**src/rtl/core/bia_pkg.sv**
```systemverilog
// Shared types, codes and default sizes for the bitmap id allocator.
`timescale 1ns / 1ps

package bia_pkg;

	// Default table shape; ID_WORDS * WORD_BITS must not exceed 256 (ids are 8 bits).
	localparam int ID_WORDS_DEF    = 4;
	localparam int WORD_BITS_DEF   = 64;
	localparam int QUEUE_DEPTH_DEF = 2;

	localparam int VALUE_BITS = 32;
	localparam int ID_BITS    = 8;
	localparam int CFG_BITS   = 3;

	localparam logic [1:0] FUNC_ALLOC  = 2'd0;
	localparam logic [1:0] FUNC_LOOKUP = 2'd1;
	localparam logic [1:0] FUNC_FREE   = 2'd2;

	localparam logic [1:0] STAT_OK        = 2'd0;
	localparam logic [1:0] STAT_FULL      = 2'd1;
	localparam logic [1:0] STAT_NOT_FOUND = 2'd2;

	typedef enum logic [1:0] {
		OP_ALLOC,
		OP_LOOKUP,
		OP_FREE,
		OP_BAD
	} bia_op_t;

	typedef struct packed {
		logic [1:0]            func;
		logic [ID_BITS-1:0]    id_in;
		logic [VALUE_BITS-1:0] value_in;
	} bia_req_t;

	typedef struct packed {
		logic [ID_BITS-1:0]    id_out;
		logic [VALUE_BITS-1:0] value_out;
		logic [1:0]            status;
	} bia_rsp_t;

	// Classified request handed from the front end to the back end.
	typedef struct packed {
		bia_op_t               op;
		logic                  in_range;
		logic [ID_BITS-1:0]    id;
		logic [VALUE_BITS-1:0] value;
	} bia_cmd_t;

endpackage

```
**src/rtl/core/bia_queue.sv**
```systemverilog
// Small FIFO of classified requests between the front end and the back end.
`timescale 1ns / 1ps

module bia_queue #(
	parameter int DEPTH = bia_pkg::QUEUE_DEPTH_DEF
) (
	input  logic              clk,
	input  logic              arst_n,
	input  logic              push_valid,
	output logic              push_ready,
	input  bia_pkg::bia_cmd_t push_data,
	output logic              pop_valid,
	input  logic              pop_ready,
	output bia_pkg::bia_cmd_t pop_data
);

	import bia_pkg::*;

	localparam int PW = (DEPTH > 1) ? $clog2(DEPTH) : 1;
	localparam int CW = $clog2(DEPTH + 1);

	bia_cmd_t        entry_q [DEPTH];
	logic [PW-1:0]   wr_ptr_q;
	logic [PW-1:0]   rd_ptr_q;
	logic [CW-1:0]   count_q;
	logic            push;
	logic            pop;

	assign push_ready = (count_q != CW'(DEPTH));
	assign pop_valid  = (count_q != '0);
	assign pop_data   = entry_q[rd_ptr_q];
	assign push       = push_valid && push_ready;
	assign pop        = pop_valid && pop_ready;

	always_ff @(posedge clk or negedge arst_n) begin
		if (!arst_n) begin
			wr_ptr_q <= '0;
			rd_ptr_q <= '0;
			count_q  <= '0;
		end else begin
			if (push) begin
				wr_ptr_q <= (wr_ptr_q == PW'(DEPTH - 1)) ? '0 : wr_ptr_q + PW'(1);
			end
			if (pop) begin
				rd_ptr_q <= (rd_ptr_q == PW'(DEPTH - 1)) ? '0 : rd_ptr_q + PW'(1);
			end
			if (push && !pop) begin
				count_q <= count_q + CW'(1);
			end else if (pop && !push) begin
				count_q <= count_q - CW'(1);
			end
		end
	end

	always_ff @(posedge clk) begin
		if (push) begin
			entry_q[wr_ptr_q] <= push_data;
		end
	end

endmodule

```
**config.mk**
```make
export PLATFORM = sky130hd
export DESIGN_NAME = bia_queue
export DESIGN_NICKNAME = d
export VERILOG_FILES = /design/src/rtl/core/bia_pkg.sv /design/src/rtl/core/bia_queue.sv
export SDC_FILE = /design/constraint.sdc
export NUM_CORES = 1
export LEC_CHECK = 0
export ABC_AREA = 1
export BUFFER_PORTS_ARGS = -buffer_cell sky130_fd_sc_hd__buf_4
export CAP_MARGIN = 20
export CORE_AREA = 2 2 82 84
export CTS_CLUSTER_SIZE = 20
export DETAILED_ROUTE_END_ITERATION = 7
export DIE_AREA = 0 0 84 86
export MAX_ROUTING_LAYER = met4
export PLACE_DENSITY_LB_ADDON = 0.15
export RECOVER_POWER = 25
export SYNTH_ARGS = -nofsm -noshare
export SYNTH_HDL_FRONTEND = slang
export SYNTH_SLANG_ARGS = --single-unit
```
**constraint.sdc**
```tcl
create_clock -name clk -period 5.5 [get_ports clk]
set_input_delay 1.1 -clock clk [delete_from_list [all_inputs] [get_ports clk]]
set_output_delay 1.1 -clock clk [all_outputs]
set_load 0.005 [all_outputs]
```
==> impl_metrics.json <==
{
  "status": "finished, final reports clean",
  "dp_hpwl_um": 3910,
  "avgSynthCellArea_um2": 13.5,
  "max_slew_margin": 0.418,
  "synth_fp_nets": 301,
  "rsz0062_at_grt": "no",
  "core_area_um2": 6280,
  "fill_cells": 469,
  "initial_core_util": 0.545,
  "synthDominantCellAreaShare": 0.754,
  "leakagePower_nw": 1.86,
  "cp_max_fo": 45,
  "mostFrequentLayoutCells": "126 x nand2_1, 86 x edfxtp_1, 64 x buf_4",
  "fin_skew_ns": 0.00467,
  "ant_nets": 0,
  "drive_gt1_frac": 0.352,
  "drc_errors": 0,
  "gp_congestion": 0.744,
  "worst-slew-pin-transition_ns": 0.873,
  "die_w_um": 84,
  "finish.utilization": 0.690,
  "cts_root_buf": "clkbuf_8",
  "ys_seq_area_frac": 0.784,
  "cts_resized": 0,
  "crit_type": "reg -> out",
  "dieArea_um2": 7220,
  "synthToLayoutAreaGrowth_pct": 26.6,
  "synth-warning-count": 0,
  "use_met1": 0.204,
  "critPathArrivalTime_ns": 1.91,
  "cts_buffers": 9,
  "synth_cells": 253,
  "timing.fmax_ghz": 0.332,
  "syn-cell-area_um2": 3420,
  "routed_via_density": 4.80,
  "fp.dieH_um": 86,
  "finalSetupTns_ns": 0,
  "io_buffers": 91,
  "routed_wirelength_um": 5940,
  "worstSkewPairLatency_ns": 0.34,
  "ys_types": 16,
  "antenna_found_initial": 0,
  "cts_tree": "done",
  "clkTransAtPathRegs_ns": 0.08,
  "grt_max_degree": 46,
  "antenna_cells": 0,
  "cts_sinks": 90,
  "grt_pass1_wl_um": 9170,
  "first_pass_iters": 4,
  "maxSlewViolCount": 0,
  "start_kind": "flop",
  "postCtsSetupBuffers": 0,
  "cp-end-kind": "primary output",
  "synth_top_cell_by_area": "edfxtp_1",
  "setup_viol": 0,
  "hold_ws_ns": 0.525,
  "grt-busiest-layer": "met2",
  "cts_hold_buf": 0,
  "dr_total_vias": 2059,
  "fp-row-count": 29,
  "grt_pass1_vias": 1971,
  "io_pins": 92,
  "htreeDepth": 3,
  "timing_hold_violations_final": 0,
  "use_met2": 0.292,
  "min_period_over_period": 0.547,
  "cp_data_required_time_ns": 4.40,
  "power_density_nw_per_um2": 507,
  "cts_max_path_buffers": 2,
  "nNetsFinal": 396,
  "fin_crit_ns": 3.01,
  "stdcell_count": 429,
  "grt_overflow": 0,
  "min_path_type": "reg -> reg",
  "wire_per_inst_um": 13.8,
  "grtUsageTotal": 0.173,
  "max_cap_violations": 0,
  "met3_usage": 0.0375,
  "peakVddDrop_mv": 0.308,
  "synth_seq_cells": 90,
  "drt-initial-drc-count": 102,
  "dp_cells": 414,
  "synth.area.top_cells": "edfxtp_1 75%, nand2_1 14%, dfrtp_1 2.9%, nand2_2 2.4%, buf_6 1.6%",
  "layout_commonest_cell": "nand2_1"
}
critical path, cell delays in order (launching register included):
cell and delay (ns):
dfrtp_2 0.95, inv_8 0.26, nand2_1 0.14, nand2_1 0.08, buf_4 0.14
cell usage after synthesis, drive strengths merged:
| library cell | n |
|---|---|
| buf | 9 |
| inv | 7 |
| xnor2 | 1 |
| nor2 | 2 |
| ha | 1 |
| xor2 | 1 |
| nand3 | 2 |
| edfxtp | 86 |
| nand4 | 1 |
| dfrtp | 4 |
| nand2 | 139 |
metrics by stage:
stage	power (mW)	setup slack, ns	cell area, um2
after floorplan	1.44	2.07	3420
after global placement	1.75	2.82	4140
after detailed placement	1.77	2.83	4140
after CTS	2.23	2.45	4340
after global routing	2.33	2.35	4330
final	2.20	2.49	4330
area by class of cell:
type                       instances  area (um2)  area share
clock buffer                       9         124      0.0286
tap                               77        96.3      0.0222
timing repair buffer              93         691       0.159
inverter                           7        33.8     0.00779
clock inverter                     6        82.6      0.0191
multi-input combinational        147         623       0.144
sequential                        90        2680       0.619
kinds of logic (layout without fill, tap and decap cells):
family / Yosys count / in the layout / synth area share
DFF: 90 / 90 / 0.784
buffers and inverters: 16 / 115 / 0.0387
xor gates and xnor gates: 2 / 2 / 0.00512
and+or+nand+nor: 144 / 144 / 0.169
adders and majority gates: 1 / 1 / 0.00365
routing by layer:
metal,vias up,part of all wire,wire length [um]
met3,9,0.053,312
met5,-,0,0
met1,952,0.40,2400
met2,67,0.53,3140
li1,1031,-,-
met4,0,0.015,89
sequential cells by signal, summed over array words and instances, names as in the netlist:
name and cells:
count_q 2, rd_ptr_q 1, entry_q 86, wr_ptr_q 1
where the power goes:
group	total (mW)	switching (mW)	leakage, nW	internal [mW]
registers	1.04	0.0980	0.847	0.937
clock network	0.457	0.206	0.105	0.251
logic	0.703	0.374	0.906	0.329
total	2.20	0.679	1.86	1.52
final timing paths:
path                                         from                 endpoint  slack [ns]  cells after the start
min in group asynchronous                  arst_n     wr_ptr_q$_DFFE_PN0P_        0.58                      1
hold reg to reg            count_q[0]$_DFFE_PN0P_   count_q[0]$_DFFE_PN0P_        0.53                      1
max in group asynchronous                  arst_n     rd_ptr_q$_DFFE_PN0P_        4.71                      1
setup / recovery             rd_ptr_q$_DFFE_PN0P_              pop_data[3]        2.49                      4
setup reg to reg           count_q[0]$_DFFE_PN0P_  entry_q[1][5]$_DFFE_PP_        3.57                      5
hold / removal             count_q[0]$_DFFE_PN0P_   count_q[0]$_DFFE_PN0P_        0.53                      1
(Power assumes the default switching activity.)
