===== src/rtl/core/bia_pkg.sv =====
// Shared types, codes and default sizes for the bitmap id allocator.
`timescale 1ns / 1ps

package bia_pkg;

	// Default table shape; ID_WORDS * WORD_BITS must not exceed 256 (ids are 8 bits).
	localparam int ID_WORDS_DEF    = 4;
	localparam int WORD_BITS_DEF   = 64;
	localparam int QUEUE_DEPTH_DEF = 2;

	localparam int VALUE_BITS = 32;
	localparam int ID_BITS    = 8;
	localparam int CFG_BITS   = 3;

	localparam logic [1:0] FUNC_ALLOC  = 2'd0;
	localparam logic [1:0] FUNC_LOOKUP = 2'd1;
	localparam logic [1:0] FUNC_FREE   = 2'd2;

	localparam logic [1:0] STAT_OK        = 2'd0;
	localparam logic [1:0] STAT_FULL      = 2'd1;
	localparam logic [1:0] STAT_NOT_FOUND = 2'd2;

	typedef enum logic [1:0] {
		OP_ALLOC,
		OP_LOOKUP,
		OP_FREE,
		OP_BAD
	} bia_op_t;

	typedef struct packed {
		logic [1:0]            func;
		logic [ID_BITS-1:0]    id_in;
		logic [VALUE_BITS-1:0] value_in;
	} bia_req_t;

	typedef struct packed {
		logic [ID_BITS-1:0]    id_out;
		logic [VALUE_BITS-1:0] value_out;
		logic [1:0]            status;
	} bia_rsp_t;

	// Classified request handed from the front end to the back end.
	typedef struct packed {
		bia_op_t               op;
		logic                  in_range;
		logic [ID_BITS-1:0]    id;
		logic [VALUE_BITS-1:0] value;
	} bia_cmd_t;

endpackage


===== src/rtl/core/bia_front.sv =====
// Front end: word-count register, request decode and id range check.
`timescale 1ns / 1ps

module bia_front #(
	parameter int ID_WORDS  = bia_pkg::ID_WORDS_DEF,
	parameter int WORD_BITS = bia_pkg::WORD_BITS_DEF
) (
	input  logic                               clk,
	input  logic                               arst_n,
	input  logic                               req_valid,
	output logic                               req_ready,
	input  bia_pkg::bia_req_t                  req,
	input  logic                               cfg_valid,
	output logic                               cfg_ready,
	input  logic [bia_pkg::CFG_BITS-1:0]       cfg_data,
	output logic                               push_valid,
	input  logic                               push_ready,
	output bia_pkg::bia_cmd_t                  push_data,
	output logic [$clog2(ID_WORDS + 1)-1:0]    words
);

	import bia_pkg::*;

	localparam int NW = $clog2(ID_WORDS + 1);

	logic [CFG_BITS-1:0] words_in_use_q;
	bia_op_t             op;

	assign cfg_ready = 1'b1;

	always_ff @(posedge clk or negedge arst_n) begin
		if (!arst_n) begin
			words_in_use_q <= CFG_BITS'(ID_WORDS);
		end else if (cfg_valid) begin
			words_in_use_q <= cfg_data;
		end
	end

	// Clamp the programmed count to 1..ID_WORDS.
	always_comb begin
		if (words_in_use_q == '0) begin
			words = NW'(1);
		end else if (int'(words_in_use_q) > ID_WORDS) begin
			words = NW'(ID_WORDS);
		end else begin
			words = NW'(words_in_use_q);
		end
	end

	always_comb begin
		unique case (req.func)
			FUNC_ALLOC:  op = OP_ALLOC;
			FUNC_LOOKUP: op = OP_LOOKUP;
			FUNC_FREE:   op = OP_FREE;
			default:     op = OP_BAD;
		endcase
	end

	assign push_valid         = req_valid;
	assign req_ready          = push_ready;
	assign push_data.op       = op;
	assign push_data.in_range = (int'(req.id_in) < int'(words) * WORD_BITS);
	assign push_data.id       = req.id_in;
	assign push_data.value    = req.value_in;

endmodule


===== config.mk =====
export PLATFORM = sky130hd
export DESIGN_NAME = bia_front
export DESIGN_NICKNAME = d
export VERILOG_FILES = /design/src/rtl/core/bia_pkg.sv /design/src/rtl/core/bia_front.sv
export SDC_FILE = /design/constraint.sdc
export NUM_CORES = 1
export LEC_CHECK = 0
export ABC_AREA = 1
export ABC_CLOCK_PERIOD_IN_PS = 3750
export BUFFER_PORTS_ARGS = -buffer_cell sky130_fd_sc_hd__clkbuf_2
export CORE_AREA = 2 2 47 49
export CTS_BUF_LIST = sky130_fd_sc_hd__clkbuf_8
export DETAILED_ROUTE_END_ITERATION = 12
export DIE_AREA = 0 0 49 51
export GPL_ROUTABILITY_DRIVEN = 0
export HOLD_SLACK_MARGIN = 0.02
export PLACE_DENSITY = 0.94
export SLEW_MARGIN = 20
export SYNTH_ARGS = -nofsm -noshare
export SYNTH_HDL_FRONTEND = slang
export SYNTH_SLANG_ARGS = --single-unit

===== constraint.sdc =====
create_clock -name clk -period 3.75 [get_ports clk]
set_input_delay 0.5625 -clock clk [delete_from_list [all_inputs] [get_ports clk]]
set_output_delay 0.5625 -clock clk [all_outputs]
set_load 0.1 [all_outputs]

==> results.toml, run 1 <==
[floorplanning]
ios = 99
num_rows = 17
core_um2 = 2060
die_area_um2 = 2500
start_util_pct = 25.4
die_y_um = 51
die_w_um = 49

[drt]
drt_iter0_markers = 4
routed_wl_um = 651
ant_nets = 0
drt_pass1_iterations = 2
post-route-drc-count = 0
wl_per_cell_um = 9.30
viasPerCell = 3.44
vias = 241

[logic_synthesis]
synth_fp_nets = 122
synth_most_common_cell = "buf_4"
synth_common_cells = "43 x buf_4, 6 x inv_1, 4 x nand2_1, 3 x clkbuf_1"
synthDistinctLibCells = 16
synthTopCellsByArea = "buf_4 62%, dfrtp_1 9.5%, dfstp_2 5.0%"
ys_seq_elements = 3
yosysTopAreaCell = "buf_4"
synth_edf_count = 0
syn_area_per_cell_um2 = 7.38
syn_inst = 71
synth_area_um2 = 524
ys.flop_type = "dfrtp_1"
async_flop_share_pct = 100
yosysSeqAreaShare_pct = 14.6
synth_top_area_share_pct = 61.6
ys.warnings.count = 0

[worst_setup_path]
crit_path_end = "push_data[40]"
path_cells = "nor2_1, inv_1, ha_1, inv_1, nor2_2, a21oi_2, clkbuf_2"
slowest_delay_ps = 580
path_buf_inv = 3
startpoint = "words_in_use_q[2]"
r2r-start = "words_in_use_q[2]"
path_depth = 7
reg2regPathDepth = 2
crit_type = "reg -> out"
crit_path_frequent_cell = "inv_1"
worst_path_max_delay_cell = "dfstp_2"
cp-end-kind = "output port"
ff2ff_setup_slack_ps = 2940
critPathRequiredTime_ps = 3190
cp_max_fo = 6
cp.arrival_ps = 1810
worstReg2RegEnd = "words_in_use_q[2]"
path_delay_family = "buffers and inverters"
critical_path.startpoint_type = "register"

[power_and_ir_drop]
peakVddDrop_mv = 0.229
power_density_nw_per_um2 = 612
leakage_nw = 0.183
totalPowerFinal_mw = 0.205

[sta]
finClkSkew_ps = 0
setup-violations-final = 0
fin_tns_setup_ps = 0
max_freq_mhz = 421
hold_viol_final = 0
grt_setup_unrepaired = "false"
finalMaxSlewViolations = 0
fin_crit_ps = 2380
worst_slew_pin_slew_ps = 544
slew_headroom_pct = 63.9
period_share_pct = 63.4

[placement]
portBuffers = 13

[global_route]
grt_max_degree = 7
grtUsageTotal_pct = 5.84
antenna_found_initial = 0
grt_pass1_wl_mm = 1.09
overflow = 0
grt_pass1_vias = 253

[cells_and_area]
syn2layout_area_growth_pct = -36.0
top_regs = "words_in_use_q (3)"
fillers = 247
final_net_count = 94
regMostFlops = "words_in_use_q"
drive_above_1_share_pct = 52.4
diodes = 0
largest_reg_flops = 3

[cts]
cts_buffer_depth = 2
htree_num_levels = 1
cts_sinks = 3
clk_latency_ps = 210
root_buffer = "clkbuf_8"
clk_pin_slew_ps = 30
cts_resized = 0
holdBufCountCts = 0
cts_buffers = 3
post_cts_buffers = 0
cts_tree = "built"

[run]
cap_violations = 0

[outcome]
status = "completed"

[hold_path]
hp-class = "in -> async"
worst reg2reg max path, stage by stage, from the launching register on:
cell and delay (ps):
dfstp_2 580, inv_2 60, o21ai_2 100
final cells by class:
class                           instances  area [µm²]  area share [%]
Multi-Input combinational cell         15        87.6            26.1
Sequential cell                         3        76.3            22.8
Timing Repair Buffer                   13        65.1            19.4
Clock buffer                            3        41.3            12.3
Tap cell                               28        35.0            10.4
Inverter                                7        26.3            7.84
Clock inverter                          1        3.75            1.12
per-layer routing:
layer  wire length (µm)  global-route usage, %  vias up
met5                  0                      0        -
met4                 54                   7.14        0
met3                136                   4.39       14
met1                255                   6.06      101
li1                   -                      -      107
met2                205                   6.62       19
through the flow:
| step | instances | hold slack (ps) | instance area [µm²] | worst slack, ps | util, % |
|---|---|---|---|---|---|
| detailed placement | 66 | 367 | 290 | 1560 | 14.1 |
| global placement | 66 | 363 | 290 | 1580 | 14.1 |
| floorplan | 71 | 267 | 524 | 125 | - |
| CTS | 70 | 140 | 335 | 1350 | 16.3 |
| finish | 70 | 139 | 335 | 1370 | 16.3 |
| global route | 70 | 135 | 335 | 1260 | 16.3 |
where the power goes:
| group | switching [mW] | internal [mW] | leakage [nW] |
|---|---|---|---|
| sequential | 0.00264 | 0.0363 | 0.0348 |
| clock | 0.0214 | 0.0697 | 0.0269 |
| combinational | 0.0630 | 0.0122 | 0.122 |
cells in the final DEF (no fill, tap or decap):
master,instances
nand2_1,4
inv_2,1
clkbuf_8,3
nor2_1,2
nand3_2,1
inv_1,7
dfstp_2,1
a21oi_2,1
o21ai_2,1
a21oi_1,1
dfrtp_1,2
conb_1,1
nor2_2,1
ha_1,1
o21ai_0,2
clkbuf_2,13
cells by family after synthesis:
group	count (synthesis)	share of synthesized area, %
buffers and inverters	53	68.7
AND/OR/NAND/NOR	8	7.40
adder cells (fa/ha/maj)	1	2.39
flip-flops	3	14.6
other	1	0.715
AO/OA/AOI/OAI	5	6.21
how the worst min path moves through the flow:
stage | start | end | depth (start not counted)
floorplan | arst_n | words_in_use_q[0] | 0
global placement | arst_n | words_in_use_q[0] | 1
detailed placement | arst_n | words_in_use_q[0] | 1
CTS | arst_n | words_in_use_q[0] | 1
global route | arst_n | words_in_use_q[1] | 1
finish | arst_n | words_in_use_q[1] | 1
(Power assumes the default switching activity.)
==> run 2, diff against run 1 <==
ABC_CLOCK_PERIOD_IN_PS = 2200   (was 3750)
CORE_AREA = 2 2 48 50   (was 2 2 47 49)
DIE_AREA = 0 0 50 52   (was 0 0 49 51)
PLACE_DENSITY = 0.91   (was 0.94)
clock period = 2.2 ns   (was 3.75 ns; I/O delays follow)
==> run 2 against run 1 <==
  * Clock skew is the same
  * Final area up 12%
  * Worst setup slack worse by 1100 ps
  * Sequential share of layout area shrank 2.4 points
  * Flip-flop and latch count unchanged
  * Clock power up 72%
  * Cell count increased by 1.4%
  * Combinational power rose by 95%
  * Count of clock-buffer cells in the layout unchanged
  * Hold slack gained 180 ps
  * Register-to-register slack worse by 1600 ps
==> results.toml, run 2 (synthesized netlist as in run 1, its figures left out) <==
[placement]
dp_cells = 66
portBuffers = 13
dpl.hpwl_um = 568

[floorplanning]
ios = 99
die_w_um = 50
die_y_um = 52
die_area_um2 = 2600
core_um2 = 2110
start_util_pct = 24.9
num_rows = 17

[cts]
cts_buffers = 3
cts_buffer_depth = 2
cts_tree = "built"
clk_latency_ps = 220
cts_sinks = 3
htree_num_levels = 1
root_buffer = "clkbuf_8"
post_cts_buffers = 0
clk_pin_slew_ps = 30

[global_route]
grt_max_degree = 7
overflow = 0
antenna_found_initial = 0
grtUsageTotal_pct = 6.35
grt_pass1_vias = 264
grt_pass1_wl_mm = 1.19

[sta]
slew_headroom_pct = 63.2
finClkSkew_ps = 0
worst_slew_pin_slew_ps = 555
fin_crit_ps = 1890
setup-violations-final = 0
fin_tns_setup_ps = 0
hold_viol_final = 0
grt_setup_unrepaired = "false"
period_share_pct = 86.0
finalMaxSlewViolations = 0
max_freq_mhz = 529

[worst_setup_path]
path_buf_inv = 3
crit_type = "reg -> out"
path_cells = "nor2_4, inv_1, ha_1, inv_1, nor2_2, a21oi_4, buf_12"
cp.arrival_ps = 1560
path_delay_family = "flip-flops"
crit_path_frequent_cell = "inv_1"
cp-end-kind = "output port"
worst_path_max_delay_cell = "dfstp_2"
slowest_delay_ps = 590
critPathRequiredTime_ps = 1870
cp_max_fo = 6
critical_path.startpoint_type = "register"

[hold_path]
hp-class = "in -> reg"

[drt]
post-route-drc-count = 0
drt_pass1_iterations = 2
ant_nets = 0
wl_per_cell_um = 9.85
routed_wl_um = 699
viasPerCell = 3.55
vias = 252
drt_iter0_markers = 4

[power_and_ir_drop]
totalPowerFinal_mw = 0.371
leakage_nw = 0.196
power_density_nw_per_um2 = 988
peakVddDrop_mv = 0.248

[cells_and_area]
largest_reg_flops = 3
final_net_count = 95
regArea_um2 = 76.3
instances_no_fill = 71
final_common_cell = "clkbuf_2"
syn2layout_area_growth_pct = -28.4
diodes = 0
multi_input_area_um2 = 103
fillers = 241
final_cell_mix = "12 x clkbuf_2, 7 x inv_1, 4 x nand2_1"
top_regs = "words_in_use_q (3)"
regMostFlops = "words_in_use_q"
drive_above_1_share_pct = 53.5

[outcome]
status = "completed"

[run]
cap_violations = 0
-- run 2: changes by cell type in the layout (fill, tap and decap cells not counted) --
cell,delta
a21oi_2,-1
nor2_4,+1
buf_12,+1
dlygate4sd3_1,+1
a21oi_4,+1
nor2_1,-1
clkbuf_2,-1
-- run 2: repair_timing --
action / 4_1_cts / 5_1_grt
hold buffers: 1 / 0
gates resized for setup: 0 / 0
hold endpoints to repair: 2 / 0
-- run 2: path summary, 6_finish.rpt --
path / startpoint / end / slack [ps] / cells past startpoint
hold / removal: cfg_data[2] / words_in_use_q[2] / 320 / 3
min in group asynchronous: arst_n / words_in_use_q[0] / 440 / 2
setup reg to reg: words_in_use_q[2] / words_in_use_q[2] / 1370 / 2
hold reg to reg: words_in_use_q[2] / words_in_use_q[2] / 530 / 2
setup / recovery: words_in_use_q[2] / push_data[40] / 310 / 7
max in group asynchronous: arst_n / words_in_use_q[2] / 1560 / 2
-- run 2: worst register-to-register path: cells and delay by family, from the launching register on --
kind	cells	cell delay, ps
flip-flops	1	590
AO/OA/AOI/OAI	1	100
buffers and inverters	1	70
-- run 2: per-stage QoR --
step	hold slack (ps)	setup WS (ps)	instance area (µm²)	util [%]
floorplan	34.4	-65.0	539	-
CTS	314	292	375	17.8
finish	318	308	375	17.8
global route	329	237	375	17.8
global placement	133	544	320	15.2
detailed placement	131	529	320	15.2
-- run 2: where the power goes --
group          leakage (nW)  internal (mW)  total (mW)  switching, mW
clock                0.0269          0.119       0.157         0.0378
combinational         0.134         0.0335       0.147          0.114
sequential           0.0348         0.0619      0.0670        0.00510
-- run 2: layout make-up --
cell class	count	area share (%)
multi-input combinational	15	27.3
timing repair buffer	14	24.0
sequential	3	20.3
clock buffer	3	11.0
tap	28	9.33
inverter	7	7.00
clock inverter	1	1.00
-- run 2: routing by layer --
metal  vias to the layer above  global-route usage, %  routed length (µm)
li1                        112                      -                   -
met1                        94                   6.26                 247
met2                        36                   6.14                 232
met3                        10                   6.03                 171
met4                         0                   8.80                  47
met5                         -                      0                   0
==> run 3, diff against run 2 <==
--- a/config.mk
+++ b/config.mk
@@ -6,14 +6,15 @@
 export NUM_CORES = 1
 export LEC_CHECK = 0
-export ABC_AREA = 1
 export ABC_CLOCK_PERIOD_IN_PS = 2200
 export BUFFER_PORTS_ARGS = -buffer_cell sky130_fd_sc_hd__clkbuf_2
-export CORE_AREA = 2 2 48 50
+export CELL_PAD_IN_SITES_DETAIL_PLACEMENT = 1
+export CELL_PAD_IN_SITES_GLOBAL_PLACEMENT = 1
+export CORE_AREA = 2 2 88 48
 export CTS_BUF_LIST = sky130_fd_sc_hd__clkbuf_8
 export DETAILED_ROUTE_END_ITERATION = 12
-export DIE_AREA = 0 0 50 52
+export DIE_AREA = 0 0 90 50
 export GPL_ROUTABILITY_DRIVEN = 0
 export HOLD_SLACK_MARGIN = 0.02
-export PLACE_DENSITY = 0.91
+export PLACE_DENSITY = 0.9
 export SLEW_MARGIN = 20
 export SYNTH_ARGS = -nofsm -noshare
==> constraint.sdc (replaced) <==
create_clock -name clk -period 2.2 [get_ports clk]
set_input_delay 0.33 -clock clk [delete_from_list [all_inputs] [get_ports clk]]
set_output_delay 0.33 -clock clk [all_outputs]
set_load 0.005 [all_outputs]
==> run 3 against run 2 <==
  * Final area down 6.0%
  * Die area up 73%
  * Clock power down 3%
  * Global-route usage down 2.9 points
  * Flip-flop and latch count unchanged
  * Utilization down 8.3 points
  * Sequential power up 0.7%
  * Count of clock-buffer cells in the layout unchanged
  * Synthesized cell count down 11%
  * Critical path depth down 2
==> results.toml, run 3 <==
[sta]
max_freq_mhz = 547
fin_crit_ps = 1830
period_share_pct = 83.1
grt_setup_unrepaired = "false"
fin_tns_setup_ps = 0
hold_viol_final = 0
finalMaxSlewViolations = 0
setup-violations-final = 0
finClkSkew_ps = 0

[drt]
drt_iter0_markers = 7
post-route-drc-count = 0
wl_per_cell_um = 8.20
viasPerCell = 2.63
vias = 234
routed_wl_um = 730
drt_pass1_iterations = 2
ant_nets = 0

[logic_synthesis]
yosysTopAreaCell = "buf_4"
synth_area_um2 = 499
ys_seq_elements = 3
synthTopCellsByArea = "buf_4 65%, dfrtp_1 10%, dfstp_2 5.3%"
syn_inst = 63
yosysSeqAreaShare_pct = 15.3
synth_top_area_share_pct = 64.7
synth_fp_nets = 114
synth_most_common_cell = "buf_4"
synthDistinctLibCells = 14
synth_edf_count = 0
async_flop_share_pct = 100
ys.warnings.count = 0
syn_area_per_cell_um2 = 7.92
synth_common_cells = "43 x buf_4, 3 x clkbuf_1"
ys.flop_type = "dfrtp_1"

[power_and_ir_drop]
leakage_nw = 0.169
power_density_nw_per_um2 = 736
peakVddDrop_mv = 0.103

[cells_and_area]
syn2layout_area_growth_pct = -29.3
largest_reg_flops = 3
top_regs = "words_in_use_q (3)"
regMostFlops = "words_in_use_q"
final_net_count = 87
drive_above_1_share_pct = 48.6
final_common_cell = "clkbuf_2"
fillers = 462
final_cell_mix = "13 x clkbuf_2, 3 x inv_1, 3 x clkbuf_8"
post-route-util_pct = 9.48
diodes = 0

[cts]
holdBufCountCts = 1
cts_tree = "built"
cts_buffer_depth = 2
htree_num_levels = 1
root_buffer = "clkbuf_8"
cts_buffers = 3
cts_resized = 0
clk_latency_ps = 210
cts_sinks = 3
post_cts_buffers = 0
clk_pin_slew_ps = 30

[global_route]
antenna_found_initial = 0
grtUsageTotal_pct = 3.44
grt_max_degree = 6
grt_pass1_vias = 235
grt_pass1_wl_mm = 1.11
overflow = 0

[worst_setup_path]
startpoint = "words_in_use_q[2]"
cp-end-kind = "output port"
crit_type = "reg -> out"
critical_path.startpoint_type = "register"
cp.arrival_ps = 1500
critPathRequiredTime_ps = 1870
cp_max_fo = 5
r2r-start = "words_in_use_q[1]"

[floorplanning]
num_rows = 16
core_um2 = 3720
ios = 99
start_util_pct = 13.4
die_w_um = 90
die_area_um2 = 4500
die_y_um = 50

[hold_path]
hp-class = "in -> reg"
hold_start = "cfg_data[2]"

[outcome]
status = "completed"

[placement]
portBuffers = 13

[run]
cap_violations = 0
run 3: cell types whose count changed after synthesis, sizes merged:
cell    delta
mux2       +2
inv        -5
nor2       -1
o21ai      -2
a211o      +1
a21oi      -1
nand3      -1
nand2b     +2
nand2      -3
run 3: path summary, 6_finish.rpt:
path,endpoint,slack [ps],depth (start not counted)
setup / recovery,push_data[40],370,5
hold / removal,words_in_use_q[2],350,2
setup reg to reg,words_in_use_q[1],1370,1
hold reg to reg,words_in_use_q[0],550,2
max in group asynchronous,words_in_use_q[2],1550,2
min in group asynchronous,words_in_use_q[1],450,2
run 3: cell type report:
class	count	area [µm²]	area share (%)
Clock buffer	3	41.3	11.7
Inverter	2	7.51	2.13
Tap cell	54	67.6	19.1
Clock inverter	1	3.75	1.06
Multi-Input combinational cell	12	81.3	23.0
Sequential cell	3	76.3	21.6
Timing Repair Buffer	14	75.1	21.3
run 3: logic make-up after synthesis:
| logic type | count (synthesis) | share of synthesized area, % |
|---|---|---|
| flops | 3 | 15.3 |
| mux | 2 | 4.51 |
| buf+inv | 48 | 68.4 |
| compound gates | 3 | 3.76 |
| other cells | 1 | 0.751 |
| fa+ha+maj | 1 | 2.51 |
| simple gates | 5 | 4.76 |
run 3: where the power goes:
group | switching (mW) | leakage [nW] | internal (mW)
Sequential | 0.00508 | 0.0343 | 0.0624
Clock | 0.0343 | 0.0269 | 0.119
Combinational | 0.0175 | 0.107 | 0.0219
run 3: per-stage QoR:
step	hold WS [ps]	cell area (µm²)	instances	setup slack [ps]	power [mW]
after floorplan	34.4	499	63	742	0.150
final	345	353	89	373	0.260
after global routing	349	353	89	296	0.279
after detailed placement	135	298	84	583	0.108
after global placement	128	298	84	614	0.107
after CTS	343	353	89	353	0.266
run 3: layer usage:
metal	GRT usage, %	up-vias	wire length (µm)
met4	4.10	0	12
li1	-	90	-
met1	2.28	115	189
met3	4.74	2	134
met5	0	-	0
met2	4.01	27	393
run 3: worst max-delay path: stages (launching register included):
cell	delay, ps
dfstp_2	550
nand2b_1	130
ha_1	170
nor2_1	50
a211o_1	270
clkbuf_2	110
